<file path="config.mk">
export PLATFORM = sky130hd
export DESIGN_NAME = bitmap_id_allocator
export DESIGN_NICKNAME = d
export VERILOG_FILES = /design/src/hdl/bia_pkg.sv /design/src/hdl/bia_ram.sv /design/src/hdl/bitmap_id_allocator.sv
export SDC_FILE = /design/constraint.sdc
export NUM_CORES = 2
export LEC_CHECK = 0
export BUFFER_PORTS_ARGS = -buffer_cell sky130_fd_sc_hd__buf_2
export CAP_MARGIN = 10
export CORE_MARGIN = 5
export CORE_UTILIZATION = 45
export CTS_CLUSTER_SIZE = 12
export DETAILED_ROUTE_END_ITERATION = 16
export MAX_ROUTING_LAYER = met4
export PLACE_DENSITY = 0.61
export SETUP_SLACK_MARGIN = 0.15
export SLEW_MARGIN = 20
export SYNTH_ARGS = -nofsm -noshare
export SYNTH_HDL_FRONTEND = slang
export SYNTH_SLANG_ARGS = --single-unit
</file>
<file path="constraint.sdc">
create_clock -name clk -period 4.75 [get_ports clk]
set_input_delay 0.475 -clock clk [delete_from_list [all_inputs] [get_ports clk]]
set_output_delay 0.475 -clock clk [all_outputs]
set_load 0.02 [all_outputs]
</file>
<file path="src/hdl/bia_pkg.sv">
// Package for the bitmap id allocator: field widths, action and status codes,
// default geometry and the controller state type. No dependencies.
`default_nettype none
package bia_pkg;

  localparam int ACT_W    = 2;
  localparam int ID_IN_W  = 12;
  localparam int ID_OUT_W = 11;
  localparam int STATUS_W = 3;

  localparam int MAP_WORDS_DEF = 32;
  localparam int WORD_BITS_DEF = 32;

  localparam logic [ACT_W-1:0] ACT_ASSIGN = 2'd0;
  localparam logic [ACT_W-1:0] ACT_FREE   = 2'd1;
  localparam logic [ACT_W-1:0] ACT_CLEAR  = 2'd2;

  localparam logic [STATUS_W-1:0] ST_ASSIGNED = 3'd0;
  localparam logic [STATUS_W-1:0] ST_FULL     = 3'd1;
  localparam logic [STATUS_W-1:0] ST_FREED    = 3'd2;
  localparam logic [STATUS_W-1:0] ST_IGNORED  = 3'd3;
  localparam logic [STATUS_W-1:0] ST_CLEARED  = 3'd4;

  typedef enum logic [2:0] {
    S_IDLE,
    S_SCAN,
    S_ASG_ID,
    S_FREE_DIV,
    S_FREE_RD,
    S_FREE_WR,
    S_DONE
  } state_t;

endpackage
`default_nettype wire

</file>
<file path="src/hdl/bia_ram.sv">
// Generic single-port-write, single-port-read RAM with registered read data.
// Self-contained; contents are undefined until written.
`default_nettype none
module bia_ram #(
  parameter int WIDTH  = 32,
  parameter int DEPTH  = 32,
  parameter int ADDR_W = (DEPTH > 1) ? $clog2(DEPTH) : 1
) (
  input  logic              clk,
  input  logic              we,
  input  logic [ADDR_W-1:0] waddr,
  input  logic [WIDTH-1:0]  wdata,
  input  logic [ADDR_W-1:0] raddr,
  output logic [WIDTH-1:0]  rdata
);

  logic [WIDTH-1:0] mem [DEPTH];

  always_ff @(posedge clk) begin
    if (we) begin
      mem[waddr] <= wdata;
    end
    rdata <= mem[raddr];
  end

endmodule
`default_nettype wire

</file>
<file path="src/hdl/bitmap_id_allocator.sv">
// Bitmap id allocator over a map in one RAM (bia_ram), codes from bia_pkg.
// Assign scans the map word by word, skipping full words, then forms the id;
// free computes the quotient, reads the word and writes it back, and stops
// after the read when ignored; clear and unknown actions go straight to the result.
// One item at a time: the next is taken in the cycle after the result is loaded.
// Reset and clear empty the map at once through per-word valid flags.
`default_nettype none
module bitmap_id_allocator #(
  parameter int MAP_WORDS = bia_pkg::MAP_WORDS_DEF,
  parameter int WORD_BITS = bia_pkg::WORD_BITS_DEF
) (
  input  logic                          clk,
  input  logic                          rst,
  input  logic                          in_valid,
  output logic                          in_stall,
  input  logic [bia_pkg::ACT_W-1:0]     action,
  input  logic [bia_pkg::ID_IN_W-1:0]   id_to_free,
  output logic                          out_valid,
  input  logic                          out_stall,
  output logic [bia_pkg::ID_OUT_W-1:0]  assigned_id,
  output logic [bia_pkg::STATUS_W-1:0]  status
);
  import bia_pkg::*;

  localparam int AW     = (MAP_WORDS > 1) ? $clog2(MAP_WORDS) : 1;
  localparam int BW     = $clog2(WORD_BITS);
  localparam int SLOT_W = $clog2(MAP_WORDS * WORD_BITS) + 1;
  localparam int SUM_W  = ((SLOT_W > ID_OUT_W) ? SLOT_W : ID_OUT_W) + 1;
  // Reciprocal for slot / WORD_BITS, exact for every ID_IN_W-bit slot
  localparam int DIV_SH = ID_IN_W + BW;
  localparam int RECIP  = ((1 << DIV_SH) + WORD_BITS - 1) / WORD_BITS;
  localparam int PROD_W = DIV_SH + ID_IN_W;
  localparam logic [AW-1:0]      LAST_WORD = AW'(MAP_WORDS - 1);
  localparam logic [ID_IN_W:0]   WORDS_L   = (ID_IN_W + 1)'(MAP_WORDS);

  state_t               state, state_next;
  logic [ID_IN_W-1:0]   id_q;
  logic [AW-1:0]        word_cnt, word_cnt_next;
  logic [SLOT_W-1:0]    base, base_next;
  logic [ID_IN_W-1:0]   quot, quot_next;
  logic [BW-1:0]        bit_q, bit_q_next;
  logic [WORD_BITS-1:0] onehot, onehot_next;
  logic [ID_OUT_W-1:0]  res_id, res_id_next;
  logic [STATUS_W-1:0]  res_status, res_status_next;
  logic [MAP_WORDS-1:0] wvalid, wvalid_next;
  logic                 vld_q;
  logic                 out_load;

  logic                 ram_we;
  logic [AW-1:0]        ram_waddr, ram_raddr;
  logic [WORD_BITS-1:0] ram_wdata, ram_rdata;

  logic [WORD_BITS-1:0] word;
  logic [ID_IN_W-1:0]   slot;
  logic [PROD_W-1:0]    prod;
  logic [ID_IN_W-1:0]   rem_full;
  logic [BW-1:0]        enc_idx;
  logic [SUM_W-1:0]     id_sum;

  bia_ram #(
    .WIDTH (WORD_BITS),
    .DEPTH (MAP_WORDS),
    .ADDR_W(AW)
  ) u_map (
    .clk  (clk),
    .we   (ram_we),
    .waddr(ram_waddr),
    .wdata(ram_wdata),
    .raddr(ram_raddr),
    .rdata(ram_rdata)
  );

  assign in_stall = (state != S_IDLE);
  assign word     = vld_q ? ram_rdata : '0;
  assign slot     = id_q - ID_IN_W'(1);
  assign prod     = PROD_W'(slot) * PROD_W'(RECIP);
  assign rem_full = slot - ID_IN_W'(quot * ID_IN_W'(WORD_BITS));
  assign out_load = (state == S_DONE) && (!out_valid || !out_stall);

  always_comb begin
    enc_idx = '0;
    for (int i = 0; i < WORD_BITS; i++) begin
      if (onehot[i]) begin
        enc_idx = enc_idx | BW'(i);
      end
    end
  end

  assign id_sum = SUM_W'(base) + SUM_W'(enc_idx) + SUM_W'(1);

  always_comb begin
    state_next      = state;
    word_cnt_next   = word_cnt;
    base_next       = base;
    quot_next       = quot;
    bit_q_next      = bit_q;
    onehot_next     = onehot;
    res_id_next     = res_id;
    res_status_next = res_status;
    wvalid_next     = wvalid;
    ram_we          = 1'b0;
    ram_waddr       = word_cnt;
    ram_wdata       = word;
    ram_raddr       = word_cnt;

    unique case (state)
      S_IDLE: begin
        // word 0 is read here so the scan starts with data in hand
        ram_raddr     = '0;
        word_cnt_next = '0;
        base_next     = '0;
        res_id_next   = '0;
        if (in_valid) begin
          unique case (action)
            ACT_ASSIGN: state_next = S_SCAN;
            ACT_FREE:   state_next = S_FREE_DIV;
            ACT_CLEAR: begin
              wvalid_next     = '0;
              res_status_next = ST_CLEARED;
              state_next      = S_DONE;
            end
            default: begin
              res_status_next = ST_IGNORED;
              state_next      = S_DONE;
            end
          endcase
        end
      end
      S_SCAN: begin
        // fetch the following word while this one is checked
        ram_raddr = word_cnt + AW'(1);
        if (word == '1) begin
          if (word_cnt == LAST_WORD) begin
            res_status_next = ST_FULL;
            state_next      = S_DONE;
          end else begin
            word_cnt_next = word_cnt + AW'(1);
            base_next     = base + SLOT_W'(WORD_BITS);
          end
        end else begin
          onehot_next             = ~word & (word + WORD_BITS'(1));
          ram_we                  = 1'b1;
          ram_wdata               = word | (~word & (word + WORD_BITS'(1)));
          wvalid_next[word_cnt]   = 1'b1;
          state_next              = S_ASG_ID;
        end
      end
      S_ASG_ID: begin
        res_id_next     = id_sum[ID_OUT_W-1:0];
        res_status_next = ST_ASSIGNED;
        state_next      = S_DONE;
      end
      S_FREE_DIV: begin
        quot_next  = prod[DIV_SH +: ID_IN_W];
        state_next = S_FREE_RD;
      end
      S_FREE_RD: begin
        ram_raddr     = quot[AW-1:0];
        word_cnt_next = quot[AW-1:0];
        bit_q_next    = rem_full[BW-1:0];
        if (id_q == '0 || {1'b0, quot} >= WORDS_L) begin
          res_status_next = ST_IGNORED;
          state_next      = S_DONE;
        end else begin
          state_next = S_FREE_WR;
        end
      end
      S_FREE_WR: begin
        ram_we                = 1'b1;
        ram_wdata             = word & ~(WORD_BITS'(1) << bit_q);
        wvalid_next[word_cnt] = 1'b1;
        res_status_next       = ST_FREED;
        state_next            = S_DONE;
      end
      S_DONE: begin
        if (out_load) begin
          state_next = S_IDLE;
        end
      end
      default: state_next = S_IDLE;
    endcase
  end

  always_ff @(posedge clk) begin
    if (rst) begin
      state     <= S_IDLE;
      wvalid    <= '0;
      out_valid <= 1'b0;
    end else begin
      state  <= state_next;
      wvalid <= wvalid_next;
      if (out_load) begin
        out_valid <= 1'b1;
      end else if (!out_stall) begin
        out_valid <= 1'b0;
      end
    end
  end

  always_ff @(posedge clk) begin
    word_cnt   <= word_cnt_next;
    base       <= base_next;
    quot       <= quot_next;
    bit_q      <= bit_q_next;
    onehot     <= onehot_next;
    res_id     <= res_id_next;
    res_status <= res_status_next;
    vld_q      <= wvalid[ram_raddr];
    if (state == S_IDLE && in_valid) begin
      id_q <= id_to_free;
    end
    if (out_load) begin
      assigned_id <= res_id;
      status      <= res_status;
    end
  end

endmodule
`default_nettype wire

</file>
==> results.md <==
| Item | Value |
|:---|:---|
| Syn avg cell area | 14.5 um2 |
| End-of-flow core utilization | 51.4% |
| Fin area | 53,300 um2 |
| Distinct cell type count after synthesis | 77 |
| Detailed Route WL | 125,000 um |
| Critical Path Start Type | flop |
| Max-slew violation total from the final report | 0 |
| Per-cell via count in the routed design | 5.98 |
| Max-cap viol count | 0 |
| Post-route worst setup slack | 607 ps |
| Count of buffers added by post-CTS timing repair for setup | 0 |
| Via count | 28.6k |
| TritonCTS sink count | 1,187 |
| Number of buffer cells added on primary ports | 33 |
| Cell taking the most area after synthesis | sky130_fd_sc_hd__edfxtp_1 |
| Async set or reset register ratio after synthesis | 0% |
| Post-DP HPWL | 70,800 um |
| Filler cell count | 8,456 |
| Netlist Area Pre-Place | 47,100 um2 |
| Initial DRC Count | 3,300 |
| Setup Crit Path Kind | flop to flop |
| Final min period | 4140 ps |
| Hold buffer count at cts | 12 |
| Remaining DRCs | 0 |
| Residual overflow from global routing | 0 |
| FF+latch count, synth | 1,187 |
| Hold Worst Slack | 84.8 ps |
| First-pass GRT wire length | 184,000 um |
| Area after DPL | 49,600 um2 |
| Leak | 0.0178 uW |
| Seq/Total Area, Yosys | 74.2% |
| Number of global-route vias before repair | 27.8k |
| Overall track demand over capacity in global routing | 22.5% |
| Worst-skew pair later-pin latency | 700 ps |
| Dominant synthesized flop cell | sky130_fd_sc_hd__edfxtp_1 |
| Final period utilization | 87.2% |
| Worst clock skew | 37.8 ps |
| Max_slew headroom | 20.6% |
| Final routed wire length divided by cell count | 26.1 um |
| IO Count | 34 |
| P&R area growth vs syn | 13.2% |
| DRT antenna net count | 0 |
| Top cells by area in the synthesized netlist | sky130_fd_sc_hd__edfxtp_1, sky130_fd_sc_hd__nand2_1, sky130_fd_sc_hd__mux2i_1 |
| Achievable clock frequency | 241 MHz |
| Share of the synthesized area in the top cell type | 71.3% |
| Post-place setup slack | 734 ps |
| Number of CTS-inserted buffers | 117 |
| CP endpoint kind | flop |
| Number of flops mapped to enable cells by yosys | 1,118 |
| Layout cells sized above 1 | 12.4% |
| Post-Syn Nets | 3,274 |
| Pin count of the biggest net entering global routing | 193 |
| Post-CTS resize count | 0 |
| Floorplan die width | 333 um |
| Maximum ir drop on the vdd rail | 420 uV |
| # diodes | 0 |
| CTS H-Tree Depth | 3 |
| # rows | 118 |
| Class of the tightest hold or removal check | input port to flop |
| Largest fanout on the critical path | 56 |
| Warnings from Yosys | 0 |
| Sum Neg Setup Slack | 0 ps |
| Unrepaired setup endpoints after global routing | no |
| Core Area | 104,000 um2 |
| Chip height | 333 um |
| Final Wtd Congestion | 0.901 |
| Critical path required time | 5280 ps |
| Starting density of the core | 45.4% |
| Cell area power density | 560 nW/um2 |
| Slew at the pin with the worst max-slew slack | 1190 ps |
| Total Die Area | 111,000 um2 |
| Syn Inst Count | 3,248 |
| CTS clock-pin slew for the worst setup and hold paths | 60 ps |
| First drt pass iteration count | 6 |
| Net count reported at finish | 3,340 |
| Final hold violations | 0 |
| Number of antenna violations at the first check in global routing | 0 |
| Clock tree from TritonCTS | yes |
| Final setup viols | 0 |
| Master cell of the clock root buffer | sky130_fd_sc_hd__clkbuf_16 |
| Maximum buffer depth of the clock tree | 3 |
| Data arrival time at the worst-slack endpoint | 4680 ps |
| Run status | finished, final reports clean |
report_power, final:
part           leakage, uW  total, uW  switching, uW  internal [uW]
combinational      0.00517       7460           5360           2100
sequential          0.0109      13600            528          13100
clock              0.00175       8750           3750           5010
final timing paths:
check / from / end / slack [ps] / cells after the start
setup reg to reg: state[0] / u_map.rdata[14] / 610 / 7
hold / removal: rst / state[0] / 80 / 2
hold reg to reg: res_id[0] / assigned_id[0] / 420 / 0
setup / recovery: state[0] / u_map.rdata[14] / 610 / 7
through the flow:
stage / power [uW] / instances
3_3_place_gp: 21000 / 4556
6_report: 29900 / 4784
2_1_floorplan: 18300 / 3248
4_1_cts: 29900 / 4784
5_1_grt: 31000 / 4784
3_5_place_dp: 21200 / 4563
synth_stat cells, types with 11 or more instances:
master	instances
sky130_fd_sc_hd__dfxtp_1	69
sky130_fd_sc_hd__xor2_1	12
sky130_fd_sc_hd__a31oi_1	67
sky130_fd_sc_hd__a32oi_1	198
sky130_fd_sc_hd__nor2_1	76
sky130_fd_sc_hd__inv_1	15
sky130_fd_sc_hd__o211ai_1	24
sky130_fd_sc_hd__a21oi_1	99
sky130_fd_sc_hd__edfxtp_1	1118
sky130_fd_sc_hd__clkbuf_1	69
sky130_fd_sc_hd__o21ai_0	31
sky130_fd_sc_hd__nor3_1	24
sky130_fd_sc_hd__buf_6	11
sky130_fd_sc_hd__nor4_1	14
sky130_fd_sc_hd__nand2_1	714
sky130_fd_sc_hd__mux2i_1	198
sky130_fd_sc_hd__nand3_1	162
sky130_fd_sc_hd__buf_2	105
sky130_fd_sc_hd__nor4_2	31
sky130_fd_sc_hd__a32o_1	29
critical path, stage by stage, from the launching register on:
cell and delay, ps:
sky130_fd_sc_hd__dfxtp_1 790, sky130_fd_sc_hd__or3b_1 600, sky130_fd_sc_hd__o2111a_4 580, sky130_fd_sc_hd__a21oi_4 550, sky130_fd_sc_hd__buf_12 370, sky130_fd_sc_hd__a32oi_1 200, sky130_fd_sc_hd__a31oi_1 660, sky130_fd_sc_hd__nor4_2 110
placed cells by master, fill, tap and decap left out, types with 6 or more instances in the layout:
cell	instances
sky130_fd_sc_hd__edfxtp_1	1118
sky130_fd_sc_hd__nand2_1	712
sky130_fd_sc_hd__mux2i_1	198
sky130_fd_sc_hd__a32oi_1	198
sky130_fd_sc_hd__nand3_1	162
sky130_fd_sc_hd__clkbuf_16	121
sky130_fd_sc_hd__a21oi_1	95
sky130_fd_sc_hd__buf_4	85
sky130_fd_sc_hd__dfxtp_1	68
sky130_fd_sc_hd__a31oi_1	67
sky130_fd_sc_hd__clkbuf_1	54
sky130_fd_sc_hd__nor2_1	52
sky130_fd_sc_hd__buf_2	33
sky130_fd_sc_hd__nor4_2	31
sky130_fd_sc_hd__a32o_1	28
sky130_fd_sc_hd__o211ai_1	24
sky130_fd_sc_hd__nor2_4	24
sky130_fd_sc_hd__buf_12	22
sky130_fd_sc_hd__inv_1	15
sky130_fd_sc_hd__nor3_1	15
sky130_fd_sc_hd__o21ai_0	15
sky130_fd_sc_hd__clkbuf_8	14
sky130_fd_sc_hd__nor4_1	13
sky130_fd_sc_hd__xor2_1	12
sky130_fd_sc_hd__dlygate4sd3_1	12
sky130_fd_sc_hd__nor2b_1	10
sky130_fd_sc_hd__o21ai_2	10
sky130_fd_sc_hd__nand4_1	9
sky130_fd_sc_hd__and3_1	9
sky130_fd_sc_hd__or2_2	9
sky130_fd_sc_hd__or4_1	9
sky130_fd_sc_hd__or3_1	9
sky130_fd_sc_hd__nor3_2	9
sky130_fd_sc_hd__ha_1	8
sky130_fd_sc_hd__nand2b_1	7
sky130_fd_sc_hd__clkinv_1	6
sky130_fd_sc_hd__clkinv_2	6
registers in the layout, indices dropped and copies added, names as in the netlist:
name and flops:
assigned_id 11, vld_q 1, id_q 12, onehot 31, out_valid 1, res_status 3, base 6, bit_q 5
state 3, quot 7, ram_waddr 5, wvalid 32, status 3, res_id 11, u_map.mem 1024, u_map.rdata 32
final cells by class:
| class | instances | area (um2) | area share [%] |
|---|---|---|---|
| multi-input combinational | 1840 | 11600 | 21.7 |
| sequential | 1187 | 35000 | 65.6 |
| inverter | 15 | 56.3 | 0.106 |
| clock buffer | 191 | 3440 | 6.44 |
| clock inverter | 18 | 161 | 0.303 |
| tap | 1380 | 1730 | 3.24 |
| timing repair buffer | 153 | 1390 | 2.61 |
kinds of logic (layout without fill, tap and decap cells):
logic type	after synthesis	count (layout)	share of synthesized area, %
flops	1187	1187	74.2
simple gates	1125	1125	11.0
compound gates	492	492	7.74
buf+inv	221	377	2.30
mux	199	199	4.23
xor+xnor	16	16	0.298
fa+ha+maj	8	8	0.213
layer usage:
metal / global-route usage, % / part of all wire (%)
met4: 6.45 / 2.7
met3: 3.69 / 8.1
met1: 31.3 / 43
met2: 34.7 / 47
met5: - / 0
Power figures use the tool's default switching activity.
